**config.mk**
```make
export PLATFORM = sky130hd
export DESIGN_NAME = ins_log_cell
export DESIGN_NICKNAME = d
export VERILOG_FILES = /design/src/rtl/inverse_normal_sample_top_macros.svh /design/src/rtl/ins_pkg.sv /design/src/rtl/ins_log_cell.sv
export SDC_FILE = /design/constraint.sdc
export NUM_CORES = 2
export LEC_CHECK = 0
export ABC_AREA = 1
export BUFFER_PORTS_ARGS = -buffer_cell sky130_fd_sc_hd__buf_4
export CAP_MARGIN = 20
export CORE_UTILIZATION = 43
export DETAILED_ROUTE_END_ITERATION = 12
export GPL_ROUTABILITY_DRIVEN = 0
export HOLD_SLACK_MARGIN = 0.05
export PLACE_DENSITY = 0.71
export RECOVER_POWER = 100
export SLEW_MARGIN = 20
export SYNTH_ARGS = -nofsm -noshare
export SYNTH_HDL_FRONTEND = slang
export SYNTH_SLANG_ARGS = --single-unit
```
**constraint.sdc**
```tcl
create_clock -name clk -period 6.98 [get_ports clk]
set_clock_uncertainty 0.05 [all_clocks]
set_input_delay 0.349 -clock clk [delete_from_list [all_inputs] [get_ports clk]]
set_output_delay 0.349 -clock clk [all_outputs]
set_load 0.02 [all_outputs]
```
**src/rtl/inverse_normal_sample_top_macros.svh**
```systemverilog
// Assertion helpers used by inverse_normal_sample_top.
`ifndef INVERSE_NORMAL_SAMPLE_TOP_MACROS_SVH
`define INVERSE_NORMAL_SAMPLE_TOP_MACROS_SVH

// Same-cycle implication on clk, off while rst is high.
`define INS_ASSERT_IMPL(name, ante, cons, msg) \
  name: assert property (@(posedge clk) disable iff (rst) (ante) |-> (cons)) else $error(msg);

// Next-cycle implication on clk, off while rst is high.
`define INS_ASSERT_NEXT(name, ante, cons, msg) \
  name: assert property (@(posedge clk) disable iff (rst) (ante) |=> (cons)) else $error(msg);

`endif

```
**src/rtl/ins_pkg.sv**
```systemverilog
package ins_pkg;

  localparam int UNIFORM_BITS_DEF = 32;
  localparam int FB     = 28;
  localparam int EXP_W  = 6;
  localparam int X_W    = FB + 1;
  localparam int L2_W   = EXP_W + FB;
  localparam int K2_W   = 29;
  localparam int TSQ_W  = L2_W + 1;
  localparam int N_W    = 64;
  localparam int T_W    = 32;
  localparam int REM_W  = 34;
  localparam int ACC_W  = 37;
  localparam int QUO_W  = 32;
  localparam int PB_W   = 4;
  localparam int ZM_W   = T_W + 1;
  localparam int MAG_W  = 37;

  localparam logic [K2_W-1:0] TWO_LN2 = 29'd372130559;

  typedef logic [ACC_W-1:0] coef_t;

  localparam logic [63:0] P0_64 = (64'd322232431088 * 64'd65536 + 64'd122070312) / 64'd244140625;
  localparam logic [63:0] P1_64 = (64'd1000000000000 * 64'd65536 + 64'd122070312) / 64'd244140625;
  localparam logic [63:0] P2_64 = (64'd342242088547 * 64'd65536 + 64'd122070312) / 64'd244140625;
  localparam logic [63:0] P3_64 =
    (64'd204231210245 * 64'd32768 + 64'd610351562) / 64'd1220703125;
  localparam logic [63:0] P4_64 =
    (64'd453642210148 * 64'd4096 + 64'd76293945312) / 64'd152587890625;
  localparam logic [63:0] Q0_64 = (64'd99348462606 * 64'd65536 + 64'd122070312) / 64'd244140625;
  localparam logic [63:0] Q1_64 = (64'd588581570495 * 64'd65536 + 64'd122070312) / 64'd244140625;
  localparam logic [63:0] Q2_64 = (64'd531103462366 * 64'd65536 + 64'd122070312) / 64'd244140625;
  localparam logic [63:0] Q3_64 = (64'd103537752850 * 64'd65536 + 64'd122070312) / 64'd244140625;
  localparam logic [63:0] Q4_64 = (64'd3856070063 * 64'd65536 + 64'd122070312) / 64'd244140625;

  localparam coef_t PCO [5] = '{coef_t'(P0_64), coef_t'(P1_64), coef_t'(P2_64),
                                coef_t'(P3_64), coef_t'(P4_64)};
  localparam coef_t QCO [5] = '{coef_t'(Q0_64), coef_t'(Q1_64), coef_t'(Q2_64),
                                coef_t'(Q3_64), coef_t'(Q4_64)};

  typedef struct packed {
    logic               upper;
    logic signed [31:0] mean;
    logic [30:0]        sd;
  } side_t;

  typedef struct packed {
    side_t            side;
    logic [EXP_W-1:0] e;
    logic [X_W-1:0]   x;
    logic [FB-1:0]    frac;
  } log_t;

  typedef struct packed {
    side_t            side;
    logic [N_W-1:0]   n;
    logic [REM_W-1:0] rem;
    logic [T_W-1:0]   root;
  } root_t;

  typedef struct packed {
    side_t            side;
    logic [T_W-1:0]   t;
    logic [ACC_W-1:0] p;
    logic [ACC_W-1:0] q;
  } poly_t;

  typedef struct packed {
    side_t            side;
    logic [T_W-1:0]   t;
    logic [ACC_W-1:0] q;
    logic [QUO_W-1:0] bits;
    logic [ACC_W-1:0] rem;
    logic [QUO_W-1:0] quo;
  } div_t;

endpackage

```
**src/rtl/ins_log_cell.sv**
```systemverilog
module ins_log_cell #(
  parameter int BIT = 0
) (
  input  logic          clk,
  input  logic          rst,
  input  logic          in_valid,
  input  ins_pkg::log_t in_data,
  output logic          out_valid,
  output ins_pkg::log_t out_data
);
  import ins_pkg::*;

  logic [2*X_W-1:0] sq;
  logic [X_W:0]     y;
  log_t             data_next;

  always_comb begin
    sq        = in_data.x * in_data.x;
    y         = sq[2*X_W-1:FB];
    data_next = in_data;
    if (y[X_W]) begin
      data_next.x         = y[X_W:1];
      data_next.frac[BIT] = 1'b1;
    end else begin
      data_next.x = y[X_W-1:0];
    end
  end

  always_ff @(posedge clk) begin
    if (rst) begin
      out_valid <= 1'b0;
    end else begin
      out_valid <= in_valid;
    end
  end

  always_ff @(posedge clk) begin
    out_data <= data_next;
  end

endmodule

```
== Word-level counts from Yosys, hierarchy flattened ==
Cells that the tools add are included.

* Multipliers: 1
* Multiplexer cells: 1

{| class="wikitable"
|+ Operator list
! cell !! count
|-
| multiplier 29 x 29 -> 58 bit || 1
|-
| two-way mux 28 bit || 1
|}

* Output and inout bits: 128
* Bits of input ports: 130
* Register bits: 128

== Logic depth before layout (Yosys ltp) ==
* Depth in word-level cells: 2
* Mapped depth: 35

== Least setup slack after synthesis ==
Ideal clock, no wire load.

* Kind: input to register
* Start: input in_data[35] in the netlist's numbering
* End: register out_data[45] in the netlist's numbering
* Stages: 30
* Arrival time: 6.658 ns
* Required time: 6.818 ns
* Path buffers: 4
* Setup slack: 0.160 ns
* Path through: clkbuf_1 clkbuf_1 nand2_1 fa_1 inv_1 fa_1 inv_1 fa_1 fa_1 inv_1 fa_1 fa_1 fa_1 inv_1 fa_1 inv_1 ha_1 nand2_2 nor2_1 inv_1 nor2_4 nand2_2 nor2_2 nand2_2 nand3_1 nand2_2 buf_6 buf_8 nand2_1 nand2_1

{| class="wikitable"
|+ RTL lines
! what !! RTL line !! text
|-
| start: declaration || ins_log_cell.sv:7 || <nowiki>input ins_pkg::log_t in_data,</nowiki>
|-
| end signal: assignment || ins_log_cell.sv:38 || <nowiki>out_data <= data_next;</nowiki>
|-
| end: declaration || ins_log_cell.sv:9 || <nowiki>output ins_pkg::log_t out_data</nowiki>
|}

==> metrics <==
status completed; Ports 258; cts bufs inserted 17; most frequent cell after synthesis inv_1; hold depth 2; area share of the largest cell type after synthesis 44.67%; DR WL/cell 14.94 um; Post-Synthesis Cells 3653; Syn Std Cell Area 0.02908 mm2; GR Layer Usage met2 39.82%; Initial Utilization 43.85%; Synth area leaders fa_1 45%, inv_1 16%, nand2_1 13%; CP peak stage delay 0.57 ns; Syn Nets 4689; Syn. warnings 0; post-synth cell types 30; first-pass GRT wire length 121600 um; WHS 0.07867 ns; cell taking the most area after synthesis fa_1; met3 global-route usage 2.797%; Slew HR 68.04%; Layout area overhead 14.42%; M1 GR Usage 28.98%; Setup CP Type in2reg; GR peak layer met2; Worst-Margin Slew 0.4814 ns; crit share post-route 93.59%; register area share after synthesis 8.810%; Die Area 0.06868 mm2; CP dominant cell by count fa_1; number of DRC markers in iteration 0 1356; Final min period 6.533 ns; worst-case clock buffer depth 2; DRC viols 0; site row count 94; RSZ-0062 raised after global routing false; Setup Buffers After CTS 0; final WL 72630 um; Clock Tree Root clkbuf_16; NumNets Final 5019; largest net degree at the start of global routing 30; final setup fails 0; Reg clk slew, reported paths 0.06 ns; HP Class in2reg; grt ovf 0; Chip Height 262.1 um; most frequent cells after synthesis 1234 x inv_1, 993 x nand2_1, 649 x fa_1; H-tree Lvls 4; layout cells sized above 1 5.831%; residual antenna-violating net count after detailed routing 0; # port buffers 257; total track usage 22.43%; drt pass-1 iters 5; Crit Path Max Fanout 19; Avg Inst Size Synth 7.962 um2; dpl cells 4730; initial antenna violation count 2; asr flop ratio synth 0%; width of the die 262.1 um; via density per instance 4.575; CP Data Required Time 7.28 ns; total core area 0.06633 mm2; Main synth FF type dfxtp_1; fmax 153.1 MHz; Max Slew Vio Count 0; routed via count 22240; startpoint types input pin; EDFF count, synth 0; Hold Fails Final Rpt 0; CTS tree built; Worst Path Arrival 6.84 ns; Slowest cell on crit path fa_1; Final HPWL DP 63570 um; vias in the first global route 24300; Max Cap Viol 0; CP endpoint kind register; Non-Filler Instances 4861; CTS Sinks 128; register bit total from synthesis 128
-- placed cells by master (no fill, tap or decap) --
| cell type | instances |
|---|---|
| buf_4 | 71 |
| nor3_2 | 2 |
| o21bai_1 | 5 |
| inv_8 | 2 |
| dfxtp_1 | 128 |
| clkbuf_1 | 132 |
| nand3_1 | 58 |
| nand2_2 | 6 |
| nor2_4 | 3 |
| dlygate4sd3_1 | 98 |
| inv_6 | 6 |
| xor2_1 | 14 |
| a21oi_1 | 39 |
| nor2_1 | 102 |
| or2_1 | 1 |
| clkbuf_16 | 17 |
| clkinv_4 | 1 |
| ha_1 | 257 |
| buf_12 | 7 |
| clkbuf_4 | 94 |
| nand3_2 | 1 |
| a21o_1 | 3 |
| inv_1 | 1234 |
| nor3_1 | 12 |
| a31o_2 | 1 |
| o21ai_0 | 5 |
| nand4_1 | 13 |
| diode_2 | 1 |
| and2_1 | 5 |
| nor2_2 | 5 |
| fa_1 | 649 |
| bufinv_16 | 3 |
| clkinvlp_4 | 3 |
| nand2_1 | 994 |
| buf_6 | 2 |
| xnor2_1 | 14 |
| inv_2 | 5 |
| or2_2 | 4 |
-- stage by stage --
stage / util [%] / setup WS, ns / instance area, um2 / TNS (ns)
after CTS: 50.90 / 0.4000 / 33760 / 0
after global placement: 48.48 / 0.06496 / 32160 / 0
after global routing: 50.17 / 0.005511 / 33280 / 0
final: 50.17 / 0.4472 / 33280 / 0
after detailed placement: 48.48 / -0.02199 / 32160 / -0.1706
after floorplan: - / 0.1603 / 29080 / 0
-- worst paths after layout --
kind,from,to,slack [ns]
setup / recovery,in_data[42],out_data[53],0.45
hold / removal,in_data[0],out_data[0],0.08
-- timing repair --
action                                  CTS  global route
resized for setup                         0             3
endpoints found under the setup margin    0            11
endpoints found under the hold margin    98             0
hold buffers                             98             0
-- worst max-delay path, delay by kind of cell --
| kind | cells | cell delay [ns] |
|---|---|---|
| adders and majority gates | 9 | 4.35 |
| buffers and inverters | 7 | 0.73 |
| and+or+nand+nor | 13 | 1.38 |
-- kinds of logic (layout without fill, tap and decap cells) --
logic type,Yosys count,count (layout),synth area share [%]
fa+ha+maj,906,906,55.73
buf+inv,1332,1675,17.33
compound gates,53,53,0.9938
simple gates,1206,1206,16.29
xor+xnor,28,28,0.8432
other cells,0,1,0
flops,128,128,8.811
-- area by class of cell --
class | count | area [um2]
Clock inverter | 15 | 196.4
Sequential cell | 128 | 2562
Timing Repair Buffer | 404 | 2878
Tap cell | 864 | 1081
Antenna cell | 1 | 2.502
Fill cell | 6439 | 33050
Clock buffer | 17 | 425.4
Multi-Input combinational cell | 2193 | 21480
Inverter | 1239 | 4651
-- routing by layer --
layer / part of all wire, % / up-vias / wire (um)
li1: - / 10770 / -
met1: 42 / 10820 / 30740
met2: 51 / 521 / 36970
met3: 4.2 / 131 / 3068
met4: 2.5 / 4 / 1825
met5: 0.037 / - / 27
-- state kept, by name (all words and copies together) (netlist names) --
register,cells
out_data,127
out_valid,1
Power is not shown: default switching activity piles up to over one toggle a cycle in this logic, so the estimate is an artifact.
