==> src/rtl/inverse_normal_sample_top_macros.svh <==
// Assertion helpers used by inverse_normal_sample_top.
`ifndef INVERSE_NORMAL_SAMPLE_TOP_MACROS_SVH
`define INVERSE_NORMAL_SAMPLE_TOP_MACROS_SVH

// Same-cycle implication on clk, off while rst is high.
`define INS_ASSERT_IMPL(name, ante, cons, msg) \
  name: assert property (@(posedge clk) disable iff (rst) (ante) |-> (cons)) else $error(msg);

// Next-cycle implication on clk, off while rst is high.
`define INS_ASSERT_NEXT(name, ante, cons, msg) \
  name: assert property (@(posedge clk) disable iff (rst) (ante) |=> (cons)) else $error(msg);

`endif

==> src/rtl/ins_pkg.sv <==
package ins_pkg;

  localparam int UNIFORM_BITS_DEF = 32;
  localparam int FB     = 28;
  localparam int EXP_W  = 6;
  localparam int X_W    = FB + 1;
  localparam int L2_W   = EXP_W + FB;
  localparam int K2_W   = 29;
  localparam int TSQ_W  = L2_W + 1;
  localparam int N_W    = 64;
  localparam int T_W    = 32;
  localparam int REM_W  = 34;
  localparam int ACC_W  = 37;
  localparam int QUO_W  = 32;
  localparam int PB_W   = 4;
  localparam int ZM_W   = T_W + 1;
  localparam int MAG_W  = 37;

  localparam logic [K2_W-1:0] TWO_LN2 = 29'd372130559;

  typedef logic [ACC_W-1:0] coef_t;

  localparam logic [63:0] P0_64 = (64'd322232431088 * 64'd65536 + 64'd122070312) / 64'd244140625;
  localparam logic [63:0] P1_64 = (64'd1000000000000 * 64'd65536 + 64'd122070312) / 64'd244140625;
  localparam logic [63:0] P2_64 = (64'd342242088547 * 64'd65536 + 64'd122070312) / 64'd244140625;
  localparam logic [63:0] P3_64 =
    (64'd204231210245 * 64'd32768 + 64'd610351562) / 64'd1220703125;
  localparam logic [63:0] P4_64 =
    (64'd453642210148 * 64'd4096 + 64'd76293945312) / 64'd152587890625;
  localparam logic [63:0] Q0_64 = (64'd99348462606 * 64'd65536 + 64'd122070312) / 64'd244140625;
  localparam logic [63:0] Q1_64 = (64'd588581570495 * 64'd65536 + 64'd122070312) / 64'd244140625;
  localparam logic [63:0] Q2_64 = (64'd531103462366 * 64'd65536 + 64'd122070312) / 64'd244140625;
  localparam logic [63:0] Q3_64 = (64'd103537752850 * 64'd65536 + 64'd122070312) / 64'd244140625;
  localparam logic [63:0] Q4_64 = (64'd3856070063 * 64'd65536 + 64'd122070312) / 64'd244140625;

  localparam coef_t PCO [5] = '{coef_t'(P0_64), coef_t'(P1_64), coef_t'(P2_64),
                                coef_t'(P3_64), coef_t'(P4_64)};
  localparam coef_t QCO [5] = '{coef_t'(Q0_64), coef_t'(Q1_64), coef_t'(Q2_64),
                                coef_t'(Q3_64), coef_t'(Q4_64)};

  typedef struct packed {
    logic               upper;
    logic signed [31:0] mean;
    logic [30:0]        sd;
  } side_t;

  typedef struct packed {
    side_t            side;
    logic [EXP_W-1:0] e;
    logic [X_W-1:0]   x;
    logic [FB-1:0]    frac;
  } log_t;

  typedef struct packed {
    side_t            side;
    logic [N_W-1:0]   n;
    logic [REM_W-1:0] rem;
    logic [T_W-1:0]   root;
  } root_t;

  typedef struct packed {
    side_t            side;
    logic [T_W-1:0]   t;
    logic [ACC_W-1:0] p;
    logic [ACC_W-1:0] q;
  } poly_t;

  typedef struct packed {
    side_t            side;
    logic [T_W-1:0]   t;
    logic [ACC_W-1:0] q;
    logic [QUO_W-1:0] bits;
    logic [ACC_W-1:0] rem;
    logic [QUO_W-1:0] quo;
  } div_t;

endpackage

==> src/rtl/ins_div_cell.sv <==
module ins_div_cell (
  input  logic          clk,
  input  logic          rst,
  input  logic          in_valid,
  input  ins_pkg::div_t in_data,
  output logic          out_valid,
  output ins_pkg::div_t out_data
);
  import ins_pkg::*;

  logic [ACC_W:0] cat;
  logic [ACC_W:0] dsr;
  logic [ACC_W:0] dif;
  div_t           data_next;

  always_comb begin
    cat            = {in_data.rem, in_data.bits[QUO_W-1]};
    dsr            = {1'b0, in_data.q};
    dif            = cat - dsr;
    data_next      = in_data;
    data_next.bits = {in_data.bits[QUO_W-2:0], 1'b0};
    if (cat >= dsr) begin
      data_next.rem = dif[ACC_W-1:0];
      data_next.quo = {in_data.quo[QUO_W-2:0], 1'b1};
    end else begin
      data_next.rem = cat[ACC_W-1:0];
      data_next.quo = {in_data.quo[QUO_W-2:0], 1'b0};
    end
  end

  always_ff @(posedge clk) begin
    if (rst) begin
      out_valid <= 1'b0;
    end else begin
      out_valid <= in_valid;
    end
  end

  always_ff @(posedge clk) begin
    out_data <= data_next;
  end

endmodule

==> config.mk <==
export PLATFORM = sky130hd
export DESIGN_NAME = ins_div_cell
export DESIGN_NICKNAME = d
export VERILOG_FILES = /design/src/rtl/inverse_normal_sample_top_macros.svh /design/src/rtl/ins_pkg.sv /design/src/rtl/ins_div_cell.sv
export SDC_FILE = /design/constraint.sdc
export NUM_CORES = 1
export LEC_CHECK = 0
export BUFFER_PORTS_ARGS = -buffer_cell sky130_fd_sc_hd__buf_2
export CAP_MARGIN = 15
export CORE_AREA = 2 2 183 185
export DETAILED_ROUTE_END_ITERATION = 6
export DIE_AREA = 0 0 185 187
export PLACE_DENSITY = 0.52
export SLEW_MARGIN = 0
export SYNTH_ARGS = -nofsm -noshare
export SYNTH_HDL_FRONTEND = slang
export SYNTH_SLANG_ARGS = --single-unit
==> constraint.sdc <==
create_clock -name clk -period 8 [get_ports clk]
set_input_delay 0.8 -clock clk [delete_from_list [all_inputs] [get_ports clk]]
set_output_delay 0.8 -clock clk [all_outputs]
set_load 0.01 [all_outputs]
; Word level (Yosys, flattened, before mapping)
; Cells that the tools add are included.
[word_totals]
elab_cells = 12
regBits = 234
[classes]
addsub = 1
magnitude_cmp = 1
muxes = 1
[ops]
columns = operator, count
row1 = $mux 69, 1
row2 = $ge 38x37->1, 1
row3 = $sub 37x37->37, 1

; Depth between registers and ports, before layout
; Gate-level depths: netlist of the first run.
[depth]
ltp_word = 2
depth_mapped = 14

; Least setup slack after synthesis of the first run
; No wires, ideal clock.
[synth_path]
path_type = input-to-reg
from = in in_data[100] in the netlist's numbering
to = reg out_data[57] in the netlist's numbering
t_required_ns = 7.879
stages = 14
setup_slack_ns = 4.656
arrival_ns = 3.223
path_cell_list = inv_1 > ha_1 > inv_1 > fa_1 > a21oi_1 > o211a_1 > o21a_4 > o211ai_4 > o211a_4 > o21a_2 > nor2_1 > buf_6 > buf_8 > mux2_4
[synth_rtl]
columns = element, line_no
row1 = start: declaration, ins_div_cell.sv:5  ; input ins_pkg::div_t in_data,
row2 = end signal: assignment, ins_div_cell.sv:40  ; out_data <= data_next;
row3 = end: declaration, ins_div_cell.sv:7  ; output ins_pkg::div_t out_data

==> flow_summary.json, run 1 <==
{
  "cts_root_buf": "clkbuf_16",
  "path_delay_family": "compound AO/OA/AOI/OAI gates",
  "multi_input_area_mm2": 0.002581,
  "cpPeakStageDelay_ns": 0.45,
  "synth_nets": 913,
  "track_usage": 0.1634,
  "dpl.hpwl_mm": 24.83,
  "slew_violations": 0,
  "syn_area_per_cell_um2": 11.82,
  "die_area_mm2": 0.03460,
  "yosysTopAreaCell": "dfxtp_1",
  "antenna_left": 0,
  "crit_chain": "buf_2, inv_1, ha_1, inv_1, fa_1, a21oi_1, o211a_1, o21a_4, o211ai_4, o211a_4, o21a_2, nor2_4, buf_4, mux2_2",
  "cts_buffers": 27,
  "cts_hold_buf": 0,
  "yosysSeqAreaShare": 0.6211,
  "hold_violations": 0,
  "power_mw": 2.971,
  "die_h_um": 187,
  "syn_to_final_growth_pct": 49.72,
  "post-route-cell-area_mm2": 0.01129,
  "io_pins": 472,
  "synthFlopType": "dfxtp_1",
  "peakVddDrop_v": 0.0001568,
  "die_x_um": 185,
  "ys_warn_count": 0,
  "grt_pass1_wl_mm": 41.52,
  "cts_tree": "built",
  "worst_path_max_delay_cell": "buf_4",
  "yosysUniqueCellTypes": 66,
  "slew_headroom": 0.2737,
  "postPlaceCellArea_mm2": 0.01038,
  "cp_data_required_time_ns": 8.42,
  "clk_pin_slew_ns": 0.06,
  "synthArstFlopShare": 0,
  "p_leak_nw": 5.569,
  "cp-start-kind": "input pin",
  "drcViolationCount": 0,
  "synth-edff-count": 0,
  "antenna_found_initial": 21,
  "vias": 6500,
  "arrival_ns": 4.17,
  "power_density_mw_per_mm2": 263.1,
  "fmax_mhz": 267.1,
  "maxCapViolCount": 0,
  "cts_buffer_depth": 3,
  "port_buffers": 469,
  "finalWeightedCongestion": 0.8105,
  "fin_hold_ws_ns": 0.3508,
  "drt-total-wl_mm": 30.06,
  "ys_seq_elements": 234,
  "start_util": 0.2295,
  "final_cell_mix": "buf_2, dfxtp_1, inv_1",
  "grt_pass1_vias": 6481,
  "final_common_cell": "buf_2",
  "status": "finished, final reports clean",
  "period_share": 0.4680,
  "wl_per_cell_um": 18.82,
  "cts.sinks": 234,
  "nFillCells": 3433,
  "yosysTopAreaCellShare": 0.6211,
  "fin_setup_tns_ns": 0,
  "grt_max_degree": 26,
  "drive_gt1_frac": 0.4934,
  "cts_setup_buffers": 0,
  "tightest_slew_ns": 1.082,
  "crit_buf_inv": 4,
  "worst_setup_path_end_kind": "flop",
  "viasPerCell": 4.070,
  "cts.repair.resized": 0,
  "preCtsSetupSlack_ns": 3.628,
  "finalCriticalPeriod_ns": 3.744,
  "setup_viol": 0,
  "grt_overflow_total": 0,
  "ys_top_cells_by_area": "dfxtp_1, ha_1, a21oi_1",
  "final_net_count": 1396,
  "cpMostUsedCell": "inv_1",
  "syn-cell-area_mm2": 0.007542,
  "row_count": 67,
  "drtPass1Iterations": 4,
  "setup_ws_ns": 4.256,
  "drtIter0Drc": 259,
  "coreArea_mm2": 0.03286,
  "seq_area_mm2": 0.004684,
  "ctsHtreeMaxLevel": 1,
  "path_class": "input pin to flop",
  "syn_inst": 638,
  "rsz0062_at_grt": "false",
  "path_max_fanout": 25,
  "hold_path.class": "input pin to flop"
}
[area by class of cell]
type,count,area share
Multi-Input combinational cell,336,0.2286
Sequential cell,234,0.4148
Timing Repair Buffer,470,0.2085
Inverter,52,0.01729
Clock inverter,17,0.01341
Tap cell,448,0.04964
Clock buffer,32,0.06593
Antenna cell,8,0.001773
[synth_stat cells (all sizes together) (6+ instances only)]
master and n:
xnor2 19, a21o 16, o21a 9, nor3 7
clkbuf 7, dfxtp 234, o211ai 6, buf 9
mux2 28, o21ai 28, nand2 26, a31oi 6
inv 52, nor2 19, nand3 18, ha 37
xor2 6, a21oi 46
[per-stage QoR]
stage	utilization	std cells
floorplan	-	638
global placement	0.3158	1540
detailed placement	0.3158	1540
CTS	0.3430	1589
global route	0.3432	1591
finish	0.3436	1597
[final timing paths]
kind    startpoint               endpoint  slack (ns)  cells past startpoint
max   in_data[100]   out_data[46]$_DFF_P_        4.26                     14
min   in_data[222]  out_data[222]$_DFF_P_        0.35                      1
[registers in the layout, indices dropped and copies added, names as in the netlist]
signal and count:
out_data 233, out_valid 1
[per-layer routing]
metal  global-route usage  vias to the layer above  part of all wire
met1               0.1750                     2960              0.38
met2               0.2901                      291              0.49
li1                     -                     3183                 -
met5                    0                        -            0.0038
met3              0.07671                       50              0.11
met4              0.03663                       16             0.018
[power breakdown]
part	internal (mW)	switching [mW]	leakage, nW
logic	0.215	0.258	3.18
registers	1.26	0.0241	1.97
clock network	0.702	0.513	0.413
[kinds of logic after synthesis]
logic type	count (synthesis)	synth area share
muxes	31	0.04977
xor gates and xnor gates	25	0.02903
AOI/OAI and AO/OA	146	0.1352
other	1	0.0004972
adders and majority gates	38	0.06403
buffers and inverters	68	0.03766
and+or+nand+nor	95	0.06271
DFF	234	0.6211
(Power assumes the default switching activity.)
==> run 2, diff against run 1 <==
--- a/config.mk
+++ b/config.mk
@@ -7,10 +7,10 @@
 export LEC_CHECK = 0
 export BUFFER_PORTS_ARGS = -buffer_cell sky130_fd_sc_hd__buf_2
 export CAP_MARGIN = 15
-export CORE_AREA = 2 2 183 185
+export CORE_AREA = 2 2 182 184
 export DETAILED_ROUTE_END_ITERATION = 6
-export DIE_AREA = 0 0 185 187
-export PLACE_DENSITY = 0.52
+export DIE_AREA = 0 0 184 186
+export PLACE_DENSITY = 0.54
 export SLEW_MARGIN = 0
 export SYNTH_ARGS = -nofsm -noshare
 export SYNTH_HDL_FRONTEND = slang
==> constraint.sdc (replaced) <==
create_clock -name clk -period 3.2 [get_ports clk]
set_input_delay 0.32 -clock clk [delete_from_list [all_inputs] [get_ports clk]]
set_output_delay 0.32 -clock clk [all_outputs]
set_load 0.01 [all_outputs]
==> run 2 against run 1 <==
Net effect:
- core utilization increased by 7.7 points
- first-iteration DRC count increased by 10%
- clock power increased to 2.8 times the previous value
- critical path type unchanged
==> flow_summary.json, run 2 (synthesized netlist as in run 1, its figures left out) <==
{
  "status": "finished, final reports clean",
  "coreArea_mm2": 0.03221,
  "fin_setup_tns_ns": 0,
  "row_count": 66,
  "period_share": 0.9688,
  "start_util": 0.2342,
  "final_net_count": 1613,
  "worstHoldStart": "in_data[33]",
  "wl_per_cell_um": 19.39,
  "cts_buffers": 28,
  "power_density_mw_per_mm2": 595.4,
  "worst_path_max_delay_cell": "dlygate4sd3_1",
  "largest_reg_flops": 233,
  "cp-start-kind": "input pin",
  "drcViolationCount": 0,
  "reg_top3": "out_data x233, out_valid x1",
  "finalWeightedCongestion": 0.8822,
  "die_area_mm2": 0.03422,
  "antenna_left": 0,
  "path_max_fanout": 7,
  "clk_pin_slew_ns": 0.06,
  "drt-total-wl_mm": 34.34,
  "nFillCells": 3045,
  "worst_setup_path_end_kind": "flop",
  "path_class": "input pin to flop",
  "finalCriticalPeriod_ns": 3.100,
  "viasPerCell": 4.206,
  "die_x_um": 184,
  "port_buffers": 469,
  "drtPass1Iterations": 4,
  "maxCapViolCount": 0,
  "ctsHtreeMaxLevel": 1,
  "grt_pass1_vias": 7486,
  "grt_pass1_wl_mm": 46.73,
  "grt_max_degree": 31,
  "timing.hold.worst_path_depth": 3,
  "dpl.hpwl_mm": 25.94,
  "final_cell_mix": "buf_2, dfxtp_1, dlygate4sd3_1",
  "tightest_slew_ns": 0.7267,
  "cts_buffer_depth": 3,
  "cts.sinks": 234,
  "slew_headroom": 0.5104,
  "fmax_mhz": 322.6,
  "cts_root_buf": "clkbuf_16",
  "setup_viol": 0,
  "die_h_um": 186,
  "seq_area_mm2": 0.004684,
  "io_pins": 472,
  "peakVddDrop_v": 0.0004048,
  "antenna_found_initial": 11,
  "grt_overflow_total": 0,
  "slew_violations": 0,
  "hold_path_end": "out_data[34]$_DFF_P_",
  "p_leak_nw": 6.583,
  "hold_path.class": "input pin to flop",
  "drtIter0Drc": 286,
  "cpPeakStageDelay_ns": 0.56,
  "cts_tree": "built",
  "regMostFlops": "out_data",
  "power_mw": 8.069,
  "drive_gt1_frac": 0.4294,
  "final_common_cell": "buf_2",
  "crit_chain": "dlygate4sd3_1, buf_2, ha_1, inv_1, fa_2, a21oi_2, o211a_1, o21a_4, o211ai_4, o211a_4, o21a_2, nor2_4, buf_12, clkbuf_16, mux2_2",
  "hold_violations": 0,
  "multi_input_area_mm2": 0.002608,
  "rsz0062_at_grt": "false",
  "syn_to_final_growth_pct": 79.68,
  "vias": 7449,
  "cp_data_required_time_ns": 3.63,
  "arrival_ns": 3.53,
  "track_usage": 0.1845
}
-- run 2: cell types whose count changed in the layout (fill, tap and decap cells not counted), moves of 5 or more --
cell,change
diode_2,-5
clkinvlp_4,-7
dlygate4sd3_1,+203
buf_4,+9
-- run 2: repair_timing --
item / CTS / global route
hold endpoints to repair: 202 / 0
resized for setup: 0 / 6
hold buffers: 203 / 0
setup endpoints to repair: 0 / 28
buffers inserted: 0 / 3
-- run 2: cell type report --
class	count	area share
tap	408	0.03767
sequential	234	0.3457
clock inverter	18	0.01690
clock buffer	34	0.05706
multi-input combinational	336	0.1924
inverter	52	0.01440
antenna	3	0.0005540
timing repair buffer	686	0.3353
-- run 2: how the worst max path moves through the flow --
stage / startpoint / endpoint / slack, ns / cells after the start
2_1_floorplan: in_data[100] / out_data[57]$_DFF_P_ / 0.34 / 14
3_3_place_gp: in_data[100] / out_data[35]$_DFF_P_ / 0.07 / 14
3_5_place_dp: in_data[100] / out_data[46]$_DFF_P_ / 0.03 / 14
4_1_cts: in_data[133] / out_data[68]$_DFF_P_ / 0.06 / 13
5_1_grt: in_data[119] / out_data[63]$_DFF_P_ / 0.02 / 11
6_report: in_data[101] / out_data[44]$_DFF_P_ / 0.1 / 15
-- run 2: critical path, delay by kind of cell --
family / cells / cell delay (ns)
compound gates: 6 / 1.14
fa+ha+maj: 2 / 0.54
buf+inv: 5 / 1.04
mux: 1 / 0.33
simple gates: 1 / 0.16
-- run 2: stage by stage --
step / instance area, um^2 / hold WS (ns) / setup WS (ns) / utilization / cells
final: 13550 / 0.02228 / 0.09983 / 0.4208 / 1771
after global routing: 13540 / 0.01169 / 0.02498 / 0.4206 / 1768
after CTS: 13430 / 0.001035 / 0.05701 / 0.4171 / 1763
after detailed placement: 10400 / 0.4236 / 0.02813 / 0.3229 / 1508
after global placement: 10400 / 0.4225 / 0.07207 / 0.3229 / 1508
after floorplan: 7542 / 0.3477 / 0.3360 / - / 638
-- run 2: routing by layer --
layer / part of all wire / vias up / global-route usage / wire length (um)
met4: 0.028 / 14 / 0.04960 / 960
met2: 0.49 / 307 / 0.3288 / 16870
met3: 0.076 / 66 / 0.05322 / 2596
li1: - / 3604 / - / -
met1: 0.40 / 3458 / 0.2160 / 13830
met5: 0.0026 / - / 0 / 89
-- run 2: where the power goes --
part	internal, mW	switching, mW
clock network	2.06	1.35
registers	3.15	0.0611
logic	0.730	0.721
==> run 3, diff against run 2 <==
--- a/config.mk
+++ b/config.mk
@@ -7,10 +7,10 @@
 export LEC_CHECK = 0
 export BUFFER_PORTS_ARGS = -buffer_cell sky130_fd_sc_hd__buf_2
 export CAP_MARGIN = 15
-export CORE_AREA = 2 2 182 184
+export CORE_AREA = 5 5 180 182
 export DETAILED_ROUTE_END_ITERATION = 6
-export DIE_AREA = 0 0 184 186
-export PLACE_DENSITY = 0.54
+export DIE_AREA = 0 0 185 187
+export PLACE_DENSITY = 0.56
 export SLEW_MARGIN = 0
 export SYNTH_ARGS = -nofsm -noshare
 export SYNTH_HDL_FRONTEND = slang
==> run 3 against run 2 <==
Net effect:
- sequential share of layout area grew 0.29 points
- worst setup slack improved by 0.063 ns
- first-iteration DRC count rose by 4.2%
- clock-buffer cell count up 2
- critical path depth shrank 1
- routed wire length up 0.91%
- worst hold slack gained 0.0055 ns
- maximum frequency rose by 2.1%
- critical path type unchanged
- critical endpoint is now out_data[46]$_DFF_P_
==> flow_summary.json, run 3 (synthesized netlist as in run 1, its figures left out) <==
{
  "status": "finished, final reports clean",
  "setup_viol": 0,
  "vias": 7395,
  "cts.sinks": 234,
  "fmax_mhz": 329.3,
  "grt_max_degree": 19,
  "dp.cells": 1495,
  "start_util": 0.2479,
  "p_leak_nw": 6.525,
  "dpl.hpwl_mm": 26.37,
  "cts_setup_buffers": 0,
  "cts_tree": "built",
  "postPlaceCellArea_mm2": 0.01039,
  "fin_cells": 1757,
  "power_density_mw_per_mm2": 593.6,
  "io_pins": 472,
  "drive_gt1_frac": 0.4199,
  "grt_pass1_wl_mm": 49.51,
  "grt_overflow_total": 0,
  "drcViolationCount": 0,
  "die_x_um": 185,
  "path_delay_family": "compound AO/OA/AOI/OAI gates",
  "period_share": 0.9490,
  "die_h_um": 187,
  "wl_per_cell_um": 19.73,
  "post-route-cell-area_mm2": 0.01344,
  "nFillCells": 2909,
  "syn_to_final_growth_pct": 78.20,
  "cts_root_buf": "clkbuf_16",
  "path_class": "input pin to flop",
  "crit_chain": "dlygate4sd3_1, buf_2, ha_1, inv_1, fa_1, a21oi_2, o211a_1, o21a_4, o211ai_4, o211a_4, o21a_2, nor2_4, buf_12, mux2_2",
  "cts_buffer_depth": 3,
  "ctsHtreeMaxLevel": 1,
  "path_max_fanout": 18,
  "final_net_count": 1609,
  "worst_setup_path_end_kind": "flop",
  "maxCapViolCount": 0,
  "regMostFlops": "out_data",
  "hold_violations": 0,
  "fin_setup_tns_ns": 0,
  "worst_path_max_delay_cell": "dlygate4sd3_1",
  "slew_headroom": 0.5818,
  "viasPerCell": 4.209,
  "finalWeightedCongestion": 0.8612,
  "cp_data_required_time_ns": 3.62,
  "coreArea_mm2": 0.03043,
  "drtIter0Drc": 298,
  "crit_buf_inv": 4,
  "largest_reg_flops": 233,
  "multi_input_area_mm2": 0.002585,
  "final_cell_mix": "buf_2, dfxtp_1, dlygate4sd3_1",
  "die_area_mm2": 0.03460,
  "cts_buffers": 28,
  "slew_violations": 0,
  "track_usage": 0.1878,
  "grt_pass1_vias": 7994,
  "antenna_found_initial": 10,
  "cp-start-kind": "input pin",
  "rsz0062_at_grt": "false",
  "reg_top3": "out_data x233, out_valid x1",
  "peakVddDrop_v": 0.0004025,
  "clk_pin_slew_ns": 0.06,
  "antenna_left": 0,
  "arrival_ns": 3.46,
  "port_buffers": 469,
  "finalCriticalPeriod_ns": 3.037,
  "seq_area_mm2": 0.004684,
  "power_mw": 7.979,
  "hold_path.class": "input pin to flop",
  "row_count": 64,
  "cpPeakStageDelay_ns": 0.51,
  "final_common_cell": "buf_2",
  "drtPass1Iterations": 4,
  "drt-total-wl_mm": 34.66,
  "tightest_slew_ns": 0.6207
}
==> run 3: changes by cell type in the layout (fill, tap and decap cells not counted), sizes merged <==
cell / before / now
clkinvlp: 2 / 4
diode: 3 / 6
clkinv: 8 / 6
dlygate4sd3: 203 / 205
buf: 481 / 477
inv: 56 / 53
==> run 3: layer usage <==
layer  GRT usage  share of wire  vias up
met5           0         0.0014        -
met4     0.05788          0.035       10
met3     0.05932          0.089       69
met2      0.3340           0.49      309
met1      0.2132           0.39     3407
li1            -              -     3600
==> run 3: path summary, 6_finish.rpt <==
kind / from / end / slack [ns] / cells after the start
setup / recovery: in_data[101] / out_data[46]$_DFF_P_ / 0.16 / 14
hold / removal: in_data[33] / out_data[34]$_DFF_P_ / 0.03 / 3
==> run 3: power breakdown <==
part | leakage [nW] | switching (mW) | internal, mW
clock network | 0.471 | 1.29 | 2.05
registers | 1.97 | 0.0589 | 3.15
logic | 4.08 | 0.715 | 0.715
total | 6.53 | 2.07 | 5.91
==> run 3: what timing repair did <==
item	in CTS	in global routing
resized for setup	0	1
endpoints found under the hold margin	204	0
setup endpoints to repair	0	5
hold buffers	205	0
==> run 3: cell type report <==
cell class | instances | share of cell area
repair buffers | 682 | 0.3336
well taps | 396 | 0.03686
clock buffers | 36 | 0.05818
diodes | 6 | 0.001117
inverters | 52 | 0.01452
flip-flops and latches | 234 | 0.3485
multi-input cells | 336 | 0.1923
clock inverters | 15 | 0.01480
==> run 3: per-stage QoR <==
step | util | hold slack (ns) | setup WS (ns)
6_report | 0.4417 | 0.02781 | 0.1633
5_1_grt | 0.4414 | 0.01443 | 0.0008529
4_1_cts | 0.4411 | 0.002911 | 0.1652
3_5_place_dp | 0.3414 | 0.4236 | 0.04812
3_3_place_gp | 0.3414 | 0.4226 | 0.09239
2_1_floorplan | - | 0.3477 | 0.3360
