**config.mk**
```make
export PLATFORM = sky130hd
export DESIGN_NAME = ins_sqrt_cell
export DESIGN_NICKNAME = d
export VERILOG_FILES = /design/src/rtl/inverse_normal_sample_top_macros.svh /design/src/rtl/ins_pkg.sv /design/src/rtl/ins_sqrt_cell.sv
export SDC_FILE = /design/constraint.sdc
export NUM_CORES = 1
export LEC_CHECK = 0
export BUFFER_PORTS_ARGS = -buffer_cell sky130_fd_sc_hd__clkbuf_2
export CAP_MARGIN = 20
export CORE_AREA = 2 2 151 153
export CTS_BUF_LIST = sky130_fd_sc_hd__clkbuf_8
export DETAILED_ROUTE_END_ITERATION = 8
export DIE_AREA = 0 0 153 155
export SETUP_SLACK_MARGIN = 0.2
export SLEW_MARGIN = 0
export SYNTH_ARGS = -nofsm -noshare
export SYNTH_HDL_FRONTEND = slang
export SYNTH_SLANG_ARGS = --single-unit
```
**constraint.sdc**
```tcl
create_clock -name clk -period 3.2 [get_ports clk]
set_input_delay 0.16 -clock clk [delete_from_list [all_inputs] [get_ports clk]]
set_output_delay 0.16 -clock clk [all_outputs]
set_load 0.01 [all_outputs]
```
**src/rtl/inverse_normal_sample_top_macros.svh**
```systemverilog
// Assertion helpers used by inverse_normal_sample_top.
`ifndef INVERSE_NORMAL_SAMPLE_TOP_MACROS_SVH
`define INVERSE_NORMAL_SAMPLE_TOP_MACROS_SVH

// Same-cycle implication on clk, off while rst is high.
`define INS_ASSERT_IMPL(name, ante, cons, msg) \
  name: assert property (@(posedge clk) disable iff (rst) (ante) |-> (cons)) else $error(msg);

// Next-cycle implication on clk, off while rst is high.
`define INS_ASSERT_NEXT(name, ante, cons, msg) \
  name: assert property (@(posedge clk) disable iff (rst) (ante) |=> (cons)) else $error(msg);

`endif

```
**src/rtl/ins_pkg.sv**
```systemverilog
package ins_pkg;

  localparam int UNIFORM_BITS_DEF = 32;
  localparam int FB     = 28;
  localparam int EXP_W  = 6;
  localparam int X_W    = FB + 1;
  localparam int L2_W   = EXP_W + FB;
  localparam int K2_W   = 29;
  localparam int TSQ_W  = L2_W + 1;
  localparam int N_W    = 64;
  localparam int T_W    = 32;
  localparam int REM_W  = 34;
  localparam int ACC_W  = 37;
  localparam int QUO_W  = 32;
  localparam int PB_W   = 4;
  localparam int ZM_W   = T_W + 1;
  localparam int MAG_W  = 37;

  localparam logic [K2_W-1:0] TWO_LN2 = 29'd372130559;

  typedef logic [ACC_W-1:0] coef_t;

  localparam logic [63:0] P0_64 = (64'd322232431088 * 64'd65536 + 64'd122070312) / 64'd244140625;
  localparam logic [63:0] P1_64 = (64'd1000000000000 * 64'd65536 + 64'd122070312) / 64'd244140625;
  localparam logic [63:0] P2_64 = (64'd342242088547 * 64'd65536 + 64'd122070312) / 64'd244140625;
  localparam logic [63:0] P3_64 =
    (64'd204231210245 * 64'd32768 + 64'd610351562) / 64'd1220703125;
  localparam logic [63:0] P4_64 =
    (64'd453642210148 * 64'd4096 + 64'd76293945312) / 64'd152587890625;
  localparam logic [63:0] Q0_64 = (64'd99348462606 * 64'd65536 + 64'd122070312) / 64'd244140625;
  localparam logic [63:0] Q1_64 = (64'd588581570495 * 64'd65536 + 64'd122070312) / 64'd244140625;
  localparam logic [63:0] Q2_64 = (64'd531103462366 * 64'd65536 + 64'd122070312) / 64'd244140625;
  localparam logic [63:0] Q3_64 = (64'd103537752850 * 64'd65536 + 64'd122070312) / 64'd244140625;
  localparam logic [63:0] Q4_64 = (64'd3856070063 * 64'd65536 + 64'd122070312) / 64'd244140625;

  localparam coef_t PCO [5] = '{coef_t'(P0_64), coef_t'(P1_64), coef_t'(P2_64),
                                coef_t'(P3_64), coef_t'(P4_64)};
  localparam coef_t QCO [5] = '{coef_t'(Q0_64), coef_t'(Q1_64), coef_t'(Q2_64),
                                coef_t'(Q3_64), coef_t'(Q4_64)};

  typedef struct packed {
    logic               upper;
    logic signed [31:0] mean;
    logic [30:0]        sd;
  } side_t;

  typedef struct packed {
    side_t            side;
    logic [EXP_W-1:0] e;
    logic [X_W-1:0]   x;
    logic [FB-1:0]    frac;
  } log_t;

  typedef struct packed {
    side_t            side;
    logic [N_W-1:0]   n;
    logic [REM_W-1:0] rem;
    logic [T_W-1:0]   root;
  } root_t;

  typedef struct packed {
    side_t            side;
    logic [T_W-1:0]   t;
    logic [ACC_W-1:0] p;
    logic [ACC_W-1:0] q;
  } poly_t;

  typedef struct packed {
    side_t            side;
    logic [T_W-1:0]   t;
    logic [ACC_W-1:0] q;
    logic [QUO_W-1:0] bits;
    logic [ACC_W-1:0] rem;
    logic [QUO_W-1:0] quo;
  } div_t;

endpackage

```
**src/rtl/ins_sqrt_cell.sv**
```systemverilog
module ins_sqrt_cell (
  input  logic           clk,
  input  logic           rst,
  input  logic           in_valid,
  input  ins_pkg::root_t in_data,
  output logic           out_valid,
  output ins_pkg::root_t out_data
);
  import ins_pkg::*;

  logic [REM_W+1:0] cat;
  logic [REM_W+1:0] trial;
  logic [REM_W+1:0] dif;
  root_t            data_next;

  always_comb begin
    cat            = {in_data.rem, in_data.n[N_W-1:N_W-2]};
    trial          = {2'b00, in_data.root, 2'b01};
    dif            = cat - trial;
    data_next      = in_data;
    data_next.n    = {in_data.n[N_W-3:0], 2'b00};
    if (cat >= trial) begin
      data_next.rem  = dif[REM_W-1:0];
      data_next.root = {in_data.root[T_W-2:0], 1'b1};
    end else begin
      data_next.rem  = cat[REM_W-1:0];
      data_next.root = {in_data.root[T_W-2:0], 1'b0};
    end
  end

  always_ff @(posedge clk) begin
    if (rst) begin
      out_valid <= 1'b0;
    end else begin
      out_valid <= in_valid;
    end
  end

  always_ff @(posedge clk) begin
    out_data <= data_next;
  end

endmodule

```
## After elaboration in Yosys (flattened, before gate mapping)

Index checks and enable logic that the tools add are counted.

| word-level totals | value |
|---|---|
| flip-flop bits (word level) | 193 |
| output and inout port bits | 195 |
| logic and storage cells | 10 |

| cells by class | value |
|---|---|
| add/sub/neg operators | 1 |
| order comparisons | 1 |
| mux-type cells | 1 |

Operator list:

| operator | number |
|---|---|
| 66-bit 2-to-1 mux | 1 |
| 36-bit by 34-bit greater-or-equal comparator with 1-bit output | 1 |
| 34-bit subtractor | 1 |

## Longest topological paths before layout

Gate-level depths: netlist of run 1.

| logic depth | value |
|---|---|
| depth in word-level cells | 2 |
| gate-level depth with buffers | 13 |
| depth with buffers taken out | 10 |

## Worst setup path before layout of run 1

OpenSTA, ideal clock, no wires.

| path | value |
|---|---|
| path type | input to register |
| start point | in in_data[9] in the netlist's numbering |
| end point | reg out_data[59] in the netlist's numbering |
| setup time | 0.121 ns |
| data arrival time | 2.158 ns |
| slack | 0.920 ns |
| cell stages on the path | 10 |
| cell sequence | inv_1 ha_1 a21o_1 a31o_1 a211oi_4 o211ai_2 a21bo_2 mux2i_1 o221ai_1 mux2_4 |

RTL lines:

| what | line | text |
|---|---|---|
| from (decl) | ins_sqrt_cell.sv:5 | `input ins_pkg::root_t in_data,` |
| to (signal assigned) | ins_sqrt_cell.sv:40 | `out_data <= data_next;` |
| to (decl) | ins_sqrt_cell.sv:7 | `output ins_pkg::root_t out_data` |

==> key figures, run 1 <==
Status
  • Status: complete, no violations

Place
  • Quantity of I/O buffers inserted on ports: 389
  • Post-place setup slack: 0.267 ns
  • Placed instance count: 1237
  • Routability congestion estimate: 0.859
  • Standard cell area after detailed placement: 8590 um2
  • Post-DP HPWL: 18.3 mm

Power and ir drop
  • Overall Power: 5.49 mW
  • Leak: 5.47 nW
  • PwrDens: 501 nW/um2
  • Worst ir drop on vdd: 0.220 mV

Drt
  • Via count: 6300
  • Length of the first detailed-routing pass in iterations: 6
  • WL final: 24.8 mm
  • Wire length per cell: 16.9 um
  • Antenna-violating nets left: 0
  • Post-route DRC: 0
  • Vias per Instance: 4.30
  • Violation count after the first detailed-routing iteration: 228

STA
  • PnR worst setup slack: 0.416 ns
  • Headroom to the max-slew limit: 62.3%
  • Final slew viol count: 0
  • Slew at the pin closest to its max-slew limit: 0.560 ns
  • Share of the clock period used by the worst path: 87.0%
  • Final hold violation count: 0
  • Shortest clock period the worst path allows after layout: 2.78 ns
  • Setup violation total in the final timing report: 0
  • Achievable Freq: 359 MHz
  • Setup repair after global routing missed its margin: no
  • Sum Neg Setup Slack: 0 ns
  • Worst hold-check slack: 0.150 ns

Synthesis
  • Part of the Yosys area used for sequential elements: 60.9%
  • Total standard cell area after synthesis: 6340 um2
  • Main area contributors after synthesis: sky130_fd_sc_hd__dfxtp_1, sky130_fd_sc_hd__ha_1, sky130_fd_sc_hd__nand2_1, sky130_fd_sc_hd__o21ai_0, sky130_fd_sc_hd__inv_1
  • Fraction of post-synthesis cell area in the top cell type by area: 60.9%
  • Number of synthesized register bits: 193
  • Synth Instances: 573
  • EDFF count, synth: 0
  • Number of distinct library cells after synthesis: 62
  • Syn. warnings: 0
  • Async set or reset register ratio after synthesis: 0%
  • Cell taking the most area after synthesis: sky130_fd_sc_hd__dfxtp_1
  • Main synth FF type: sky130_fd_sc_hd__dfxtp_1
  • Syn_area_per_cell: 11.1 um2

Finish
  • Final core utilization: 49.4%
  • Share of post-route cells with drive strength above 1: 38.2%
  • Fillcell total: 2032
  • Count of non-filler cells in the finished layout: 1466
  • Final Net Count: 1396
  • Sequential cell area in the final layout: 3860 um2
  • Final design area excluding fillers: 11000 um2
  • Most used cells in the layout excluding fill and tap cells: sky130_fd_sc_hd__clkbuf_2, sky130_fd_sc_hd__dlygate4sd3_1, sky130_fd_sc_hd__dfxtp_1
  • Most frequent standard cell in the layout excluding fill and tap cells: sky130_fd_sc_hd__clkbuf_2
  • Footprint of the multi-input gates: 2240 um2
  • Area added between synthesis and finish: 73.1%

Setup path
  • Category of cells accounting for the largest share of critical-path delay: compound AO/OA/AOI/OAI gates
  • WP buf/inv: 3
  • Cells traversed along the worst timing path: dlygate4sd3_1 -> clkbuf_2 -> inv_1 -> ha_1 -> a21o_1 -> a31o_1 -> a211oi_4 -> o211ai_2 -> a21bo_2 -> mux2i_1 -> o221ai_1 -> mux2_4
  • Master of the slowest instance on the critical path: sky130_fd_sc_hd__dlygate4sd3_1
  • CP Launch Type: primary input
  • Kind of end point of the critical path: flop
  • Arrival time at the worst endpoint: 3.15 ns
  • Worst setup path category: in -> reg
  • Slowest stage delay, CP: 0.53 ns
  • Critical Path RT: 3.57 ns
  • Crit-path max FO: 7

Floorplanning
  • Die height: 155 um
  • Top-Level Pins: 392
  • Floorplan core area: 22200 um2
  • Number of rows in the core area: 55
  • Die ar.: 23700 um2
  • Initial Utilization: 28.5%
  • Die Wd: 153 um

Run
  • Number of max-cap violations: 0

Global route
  • Number of antenna violations at the first check in global routing: 5
  • Maximum number of pins on one net before global-route repair: 31
  • Number of global-route vias before repair: 6600
  • GR Util All Layers: 20.3%
  • Global-route wire length before repair: 36.9 mm
  • Remaining global-route overflow: 0

Clocking
  • CTS tree: yes
  • Number of sinks driven by the clock tree: 193
  • Root Driver: sky130_fd_sc_hd__clkbuf_8
  • Clock-pin transition on the worst setup and hold timing paths: 0.10 ns
  • Number of buffers on the longest clock path: 2
  • Number of H-tree branching levels: 4
  • TritonCTS buffer count: 17

Min path
  • Hold crit path type: in -> reg
[Yosys cell counts, types with 2 or more instances]
master,instances
sky130_fd_sc_hd__buf_2,6
sky130_fd_sc_hd__nor3_1,10
sky130_fd_sc_hd__o31ai_1,4
sky130_fd_sc_hd__nand2_1,58
sky130_fd_sc_hd__clkbuf_1,4
sky130_fd_sc_hd__o21ai_0,41
sky130_fd_sc_hd__nand4_1,6
sky130_fd_sc_hd__o41ai_2,3
sky130_fd_sc_hd__o21ai_1,4
sky130_fd_sc_hd__buf_4,2
sky130_fd_sc_hd__o221ai_1,2
sky130_fd_sc_hd__a21oi_1,28
sky130_fd_sc_hd__nand3_1,6
sky130_fd_sc_hd__a31oi_1,4
sky130_fd_sc_hd__a21boi_0,2
sky130_fd_sc_hd__xnor2_1,14
sky130_fd_sc_hd__clkbuf_2,2
sky130_fd_sc_hd__dfxtp_1,193
sky130_fd_sc_hd__and2_2,2
sky130_fd_sc_hd__o31a_1,2
sky130_fd_sc_hd__o21a_1,3
sky130_fd_sc_hd__o211ai_1,2
sky130_fd_sc_hd__a31o_1,2
sky130_fd_sc_hd__nand2b_1,5
sky130_fd_sc_hd__nor2b_1,2
sky130_fd_sc_hd__and3_2,3
sky130_fd_sc_hd__inv_1,42
sky130_fd_sc_hd__and3_1,2
sky130_fd_sc_hd__nor2_1,18
sky130_fd_sc_hd__a21o_1,19
sky130_fd_sc_hd__ha_1,34
sky130_fd_sc_hd__mux2i_1,4
sky130_fd_sc_hd__and2_1,3
sky130_fd_sc_hd__xor2_1,13
[registers in the layout, indices dropped and copies added, names as in the netlist]
name	flops
out_valid	1
out_data	192
[cell type report]
| cell class | count | share of cell area [%] |
|---|---|---|
| Clock buffer | 17 | 2.13 |
| Multi-Input combinational cell | 323 | 20.5 |
| Clock inverter | 15 | 1.72 |
| Antenna cell | 3 | 0.0684 |
| Inverter | 43 | 1.48 |
| Timing Repair Buffer | 587 | 35.7 |
| Sequential cell | 193 | 35.2 |
| Tap cell | 285 | 3.25 |
[worst paths after layout]
| check | from | endpoint | slack [ns] | depth (start not counted) |
|---|---|---|---|---|
| worst max-delay path | in_data[9] | out_data[59] | 0.42 | 12 |
| worst min-delay path | in_data[64] | out_data[0] | 0.15 | 4 |
[metal layers]
layer / vias up / track usage, % / wire length, um
met3: 45 / 5.93 / 1550
met5: - / 0 / 27
met4: 4 / 8.47 / 869
li1: 3127 / - / -
met1: 2892 / 22.9 / 9980
met2: 232 / 35.9 / 12400
[kinds of logic after synthesis]
| logic type | Yosys count | synth area share (%) |
|---|---|---|
| adders and majority gates | 34 | 6.71 |
| buffers and inverters | 59 | 4.06 |
| DFF | 193 | 60.9 |
| other | 1 | 0.0591 |
| xor gates and xnor gates | 27 | 3.73 |
| and+or+nand+nor | 121 | 8.94 |
| muxes | 5 | 0.868 |
| AOI/OAI and AO/OA | 133 | 14.7 |
[tightest hold or removal path: cells and delay by family]
| kind | cells | cell delay (ns) |
|---|---|---|
| AO/OA/AOI/OAI | 1 | 0.19 |
| buffers and inverters | 2 | 0.15 |
| AND/OR/NAND/NOR | 1 | 0.08 |
[power by group]
group | leakage (nW) | total, mW | switching (mW) | internal [mW]
combinational | 3.63 | 1.19 | 0.609 | 0.579
sequential | 1.63 | 2.66 | 0.0563 | 2.60
clock | 0.211 | 1.65 | 1.04 | 0.605
[timing repair]
item	in CTS	in global routing
endpoints found under the hold margin	192	0
hold buffers	193	0
buffers inserted	0	0
gates resized for setup	0	2
setup endpoints to repair	0	21
Power figures use the tool's default switching activity.
==> run 2, diff against run 1 <==
PLACE_DENSITY = 0.69   (was not set)
REMOVE_ABC_BUFFERS = 1   (was not set)
==> run 2 against run 1 <==
Against the previous run:
- via count is 1.5% higher
- largest power group unchanged
- critical path depth is 1 lower
- combinational power hardly changed
- worst hold slack worse by 0.092 ns
- power hardly changed
- setup slack worse by 0.079 ns
- sequential cell count stayed put
==> key figures, run 2 (synthesis gave the netlist of run 1 again) <==
Finish
  • Count of non-filler cells in the finished layout: 1460 (-0.41%)
  • Area added between synthesis and finish: 72.6%
  • Share of post-route cells with drive strength above 1: 38.2% (-0.040 points)
  • Most frequent standard cell in the layout excluding fill and tap cells: sky130_fd_sc_hd__clkbuf_2
  • Largest register by flop count: out_data
  • Leading registers by flop count: out_data x192, out_valid x1
  • Most used cells in the layout excluding fill and tap cells: sky130_fd_sc_hd__clkbuf_2, sky130_fd_sc_hd__dfxtp_1, sky130_fd_sc_hd__dlygate4sd3_1
  • Max FFs per register: 192 (unchanged)
  • Final Net Count: 1392 (-0.29%)
  • Final design area excluding fillers: 10900 um2 (-0.27%)

Clocking
  • CTS tree: yes
  • Number of H-tree branching levels: 4 (unchanged)
  • TritonCTS buffer count: 17 (unchanged)
  • Number of setup buffers added after CTS: 0 (unchanged)
  • Clock-pin transition on the worst setup and hold timing paths: 0.12 ns (+0.02 ns)
  • Root Driver: sky130_fd_sc_hd__clkbuf_8
  • Number of sinks driven by the clock tree: 193 (unchanged)
  • Number of buffers on the longest clock path: 2 (unchanged)

STA
  • Headroom to the max-slew limit: 63.5% (+1.3 points)
  • Share of the clock period used by the worst path: 89.5% (+2.5 points)
  • Setup violation total in the final timing report: 0 (unchanged)
  • Achievable Freq: 349 MHz (-2.8%)
  • Final slew viol count: 0 (unchanged)
  • Final hold violation count: 0 (unchanged)
  • Worst hold-check slack: 0.0577 ns (-0.0924 ns)
  • Setup repair after global routing missed its margin: no
  • Slew at the pin closest to its max-slew limit: 0.541 ns (-0.0189 ns)
  • Shortest clock period the worst path allows after layout: 2.86 ns (+0.0788 ns)

Floorplanning
  • Number of rows in the core area: 55 (unchanged)
  • Die Wd: 153 um (unchanged)
  • Floorplan core area: 22200 um2 (unchanged)
  • Die ar.: 23700 um2 (unchanged)
  • Die height: 155 um (unchanged)
  • Initial Utilization: 28.5% (unchanged)
  • Top-Level Pins: 392 (unchanged)

Setup path
  • Kind of end point of the critical path: flop
  • Arrival time at the worst endpoint: 3.23 ns (+0.08 ns)
  • Crit-path max FO: 6 (-1)
  • Launch point of the critical path: in_data[3]
  • CP Launch Type: primary input
  • Worst setup path category: in -> reg
  • Worst setup path endpoint: out_data[65]
  • Critical Path RT: 3.56 ns (about the same)

Status
  • Status: complete, no violations

Drt
  • Vias per Instance: 4.38 (+1.9%)
  • Wire length per cell: 17.1 um (+1.3%)
  • Length of the first detailed-routing pass in iterations: 4 (-2)
  • WL final: 25.0 mm (+0.88%)
  • Post-route DRC: 0 (unchanged)
  • Via count: 6395 (+1.5%)
  • Antenna-violating nets left: 0 (unchanged)
  • Violation count after the first detailed-routing iteration: 281 (+23%)

Power and ir drop
  • Leak: 5.45 nW (-0.32%)
  • PwrDens: 502 nW/um2 (+0.21%)
  • Worst ir drop on vdd: 0.305 mV (+39%)
  • Overall Power: 5.49 mW (about the same)

Place
  • Placed instance count: 1235 (-0.16%)
  • Post-DP HPWL: 18.2 mm (-0.52%)
  • Routability congestion estimate: 0.837 (-2.6%)
  • Standard cell area after detailed placement: 8580 um2 (-0.17%)
  • Quantity of I/O buffers inserted on ports: 389 (unchanged)

Global route
  • Number of global-route vias before repair: 6719 (+1.8%)
  • Remaining global-route overflow: 0 (unchanged)
  • Number of antenna violations at the first check in global routing: 3 (-2)
  • GR Util All Layers: 20.5% (+0.19 points)
  • Global-route wire length before repair: 37.3 mm (+1.3%)
  • Maximum number of pins on one net before global-route repair: 27 (-13%)

Min path
  • Hold crit path type: in -> reg

Run
  • Number of max-cap violations: 0 (unchanged)
## run 2: report_power, final
group	switching, mW	internal, mW	total [mW]
combinational	0.613	0.574	1.19
clock	1.04	0.605	1.64
sequential	0.0571	2.60	2.66
total	1.71	3.78	5.49
## run 2: stage by stage
stage | setup slack (ns) | util [%] | setup TNS [ns]
5_1_grt | 0.203 | 49.2 | 0
2_1_floorplan | -0.0645 | - | -0.0645
3_3_place_gp | 0.391 | 38.6 | 0
6_report | 0.337 | 49.2 | 0
4_1_cts | 0.280 | 49.2 | 0
3_5_place_dp | 0.325 | 38.6 | 0
## run 2: worst max-delay path: stages
cell,delay [ns]
sky130_fd_sc_hd__dlygate4sd3_1,0.53
sky130_fd_sc_hd__clkbuf_2,0.11
sky130_fd_sc_hd__inv_1,0.05
sky130_fd_sc_hd__ha_1,0.39
sky130_fd_sc_hd__o21ai_0,0.11
sky130_fd_sc_hd__a21oi_1,0.31
sky130_fd_sc_hd__o2111ai_2,0.24
sky130_fd_sc_hd__a2111oi_4,0.56
sky130_fd_sc_hd__o41ai_2,0.18
sky130_fd_sc_hd__and4b_1,0.23
sky130_fd_sc_hd__o41ai_2,0.35
## run 2: worst min path at each step
| stage | startpoint | endpoint | cells after the start | slack, ns |
|---|---|---|---|---|
| finish | in_data[46] | out_data[48] | 3 | 0.06 |
| floorplan | in_data[98] | out_data[100] | 0 | 0.19 |
| detailed placement | in_data[162] | out_data[162] | 1 | 0.26 |
| CTS | in_data[46] | out_data[48] | 3 | 0.01 |
| global route | in_data[46] | out_data[48] | 3 | 0.06 |
| global placement | in_data[76] | out_data[78] | 1 | 0.26 |
## run 2: what timing repair did
action,in CTS,in global routing
endpoints found under the setup margin,0,28
resized for setup,0,3
hold buffers,192,0
endpoints found under the hold margin,191,0
## run 2: final cells by class
type / count / area, um2
Antenna cell: 1 / 2.50
Clock buffer: 17 / 234
Clock inverter: 15 / 193
Fill cell: 2012 / 11300
Inverter: 43 / 163
Multi-Input combinational cell: 322 / 2240
Sequential cell: 193 / 3860
Tap cell: 285 / 357
Timing Repair Buffer: 584 / 3890
## run 2: per-layer routing
layer | routed length, um | vias to the layer above | track usage (%)
li1 | - | 3116 | -
met1 | 9760 | 2959 | 23.4
met2 | 12500 | 269 | 36.3
met3 | 1890 | 47 | 5.71
met4 | 800 | 4 | 8.02
met5 | 30 | - | 0
==> run 3, diff against run 2 <==
--- a/config.mk
+++ b/config.mk
@@ -9,7 +9,7 @@
 export CAP_MARGIN = 20
-export CORE_AREA = 2 2 151 153
+export CORE_AREA = 2 2 154 156
 export CTS_BUF_LIST = sky130_fd_sc_hd__clkbuf_8
 export DETAILED_ROUTE_END_ITERATION = 8
-export DIE_AREA = 0 0 153 155
-export PLACE_DENSITY = 0.69
+export DIE_AREA = 0 0 156 158
+export PLACE_DENSITY = 0.68
 export REMOVE_ABC_BUFFERS = 1
==> constraint.sdc (replaced) <==
create_clock -name clk -period 3.2 [get_ports clk]
set_input_delay 0 -clock clk [delete_from_list [all_inputs] [get_ports clk]]
set_output_delay 0 -clock clk [all_outputs]
set_load 0.01 [all_outputs]
==> run 3 against run 2 <==
Against the previous run:
- combinational power barely moved
- worst hold slack better by 0.016 ns
- clock power about the same
- critical endpoint is now out_data[33]
- largest cell class unchanged
==> key figures, run 3 (synthesis gave the netlist of run 1 again) <==
Drt
  • Antenna-violating nets left: 0 (unchanged)
  • Violation count after the first detailed-routing iteration: 303 (+7.8%)
  • Wire length per cell: 16.8 um (-1.9%)
  • Post-route DRC: 0 (unchanged)
  • Vias per Instance: 4.32 (-1.3%)
  • Length of the first detailed-routing pass in iterations: 4 (unchanged)
  • Via count: 6335 (-0.94%)
  • WL final: 24.6 mm (-1.4%)

Clocking
  • Number of buffers on the longest clock path: 2 (unchanged)
  • CTS tree: yes
  • TritonCTS buffer count: 17 (unchanged)
  • Clock-pin transition on the worst setup and hold timing paths: 0.11 ns (about the same)
  • Number of H-tree branching levels: 4 (unchanged)
  • Number of setup buffers added after CTS: 0 (unchanged)
  • Number of sinks driven by the clock tree: 193 (unchanged)
  • Root Driver: sky130_fd_sc_hd__clkbuf_8

Global route
  • Number of global-route vias before repair: 6475 (-3.6%)
  • Maximum number of pins on one net before global-route repair: 48 (+78%)
  • Remaining global-route overflow: 0 (unchanged)
  • Global-route wire length before repair: 36.0 mm (-3.6%)
  • Number of antenna violations at the first check in global routing: 4 (+1)
  • GR Util All Layers: 19.2% (-1.3 points)

Finish
  • Final core utilization: 47.5% (-1.7 points)
  • Area added between synthesis and finish: 72.7% (about the same)
  • Max FFs per register: 192 (unchanged)
  • Count of non-filler cells in the finished layout: 1466 (+0.41%)
  • Share of post-route cells with drive strength above 1: 37.9% (-0.22 points)
  • Most frequent standard cell in the layout excluding fill and tap cells: sky130_fd_sc_hd__clkbuf_2
  • Leading registers by flop count: out_data x192, out_valid x1
  • Most used cells in the layout excluding fill and tap cells: sky130_fd_sc_hd__clkbuf_2, sky130_fd_sc_hd__dlygate4sd3_1, sky130_fd_sc_hd__dfxtp_1
  • Final Net Count: 1391 (-0.072%)
  • Largest register by flop count: out_data

Floorplanning
  • Die Wd: 156 um (+2.0%)
  • Die ar.: 24600 um2 (+3.9%)
  • Initial Utilization: 27.5% (-1.0 points)
  • Number of rows in the core area: 56 (+1.8%)
  • Die height: 158 um (+1.9%)
  • Floorplan core area: 23100 um2 (+3.7%)
  • Top-Level Pins: 392 (unchanged)

Place
  • Placed instance count: 1238 (+0.24%)
  • Post-DP HPWL: 17.9 mm (-1.8%)
  • Quantity of I/O buffers inserted on ports: 389 (unchanged)
  • Post-place setup slack: 0.564 ns (+0.239 ns)
  • Routability congestion estimate: 0.849 (+1.5%)

Power and ir drop
  • Leak: 5.45 nW (about the same)
  • Overall Power: 5.51 mW (+0.31%)
  • PwrDens: 503 nW/um2 (+0.28%)
  • Worst ir drop on vdd: 0.291 mV (-4.6%)

STA
  • Final hold violation count: 0 (unchanged)
  • Share of the clock period used by the worst path: 87.4% (-2.1 points)
  • Headroom to the max-slew limit: 66.8% (+3.3 points)
  • Shortest clock period the worst path allows after layout: 2.80 ns (-0.0674 ns)
  • Setup violation total in the final timing report: 0 (unchanged)
  • PnR worst setup slack: 0.404 ns (+0.0674 ns)
  • Setup repair after global routing missed its margin: no
  • Sum Neg Setup Slack: 0 ns (unchanged)
  • Slew at the pin closest to its max-slew limit: 0.493 ns (-0.0482 ns)
  • Final slew viol count: 0 (unchanged)
  • Achievable Freq: 358 MHz (+2.4%)

Min path
  • Hold crit path type: in -> reg
  • Hold Path End: out_data[0]
  • Worst hold path depth: 4 (+1)
  • Origin of the worst min-delay path: in_data[65]

Setup path
  • Arrival time at the worst endpoint: 3.18 ns (-0.05 ns)
  • Critical Path RT: 3.59 ns (+0.03 ns)
  • Kind of end point of the critical path: flop
  • CP Launch Type: primary input
  • Crit-path max FO: 47 (+41)
  • Worst setup path category: in -> reg

Status
  • Status: complete, no violations

Run
  • Number of max-cap violations: 0 (unchanged)
run 3: changes by cell type in the layout (fill, tap and decap cells not counted), sizes merged:
cell         delta
dlygate4sd3     +1
clkinv          -3
diode           +2
clkbuf          +1
buf             -2
inv             +2
run 3: critical path, cell delays in order:
cell and delay (ns):
sky130_fd_sc_hd__dlygate4sd3_1 0.58, sky130_fd_sc_hd__clkbuf_2 0.14, sky130_fd_sc_hd__inv_1 0.04, sky130_fd_sc_hd__ha_1 0.38, sky130_fd_sc_hd__a21o_1 0.25, sky130_fd_sc_hd__a221oi_1 0.31
sky130_fd_sc_hd__o31a_1 0.22, sky130_fd_sc_hd__o221ai_1 0.16, sky130_fd_sc_hd__a211oi_1 0.20, sky130_fd_sc_hd__o21a_2 0.41, sky130_fd_sc_hd__buf_12 0.27, sky130_fd_sc_hd__mux2i_1 0.20
run 3: worst max path at each step:
stage                            from            to  slack [ns]  cells past startpoint
final                     in_data[15]  out_data[33]        0.40                     12
after global routing      in_data[15]  out_data[33]        0.26                     12
after CTS                 in_data[15]  out_data[33]        0.41                     12
after detailed placement  in_data[15]  out_data[59]        0.56                     11
after global placement    in_data[15]  out_data[59]        0.56                     11
after floorplan            in_data[7]  out_data[59]         0.1                      9
run 3: final cells by class:
| cell class | instances | area, um2 |
|---|---|---|
| sequential | 193 | 3860 |
| clock buffer | 18 | 248 |
| timing repair buffer | 583 | 3900 |
| inverter | 43 | 163 |
| tap | 290 | 363 |
| fill | 2081 | 12100 |
| multi-input combinational | 322 | 2220 |
| antenna | 3 | 7.51 |
| clock inverter | 14 | 180 |
run 3: power breakdown:
part,internal (mW),leakage [nW],switching (mW)
Clock,0.628,0.212,1.03
Combinational,0.574,3.61,0.609
Sequential,2.60,1.63,0.0594
run 3: routing by layer:
layer  up-vias  routed length (um)  track usage [%]
li1       3119                   -                -
met1      2899                9840             21.3
met2       254               12200             33.8
met3        61                1530             5.56
met4         2                1080             9.48
met5         -                  12                0
run 3: through the flow:
| stage | instance area [um2] | hold WS [ns] |
|---|---|---|
| 3_5_place_dp | 8580 | 0.104 |
| 3_3_place_gp | 8580 | 0.102 |
| 4_1_cts | 10900 | 0.0245 |
| 6_report | 10900 | 0.0732 |
| 5_1_grt | 10900 | 0.0581 |
| 2_1_floorplan | 6250 | 0.0277 |
run 3: what timing repair did:
action                                 CTS  global route
gates resized for setup                  0             0
hold buffers                           193             0
setup endpoints to repair                0             0
endpoints found under the hold margin  192             0
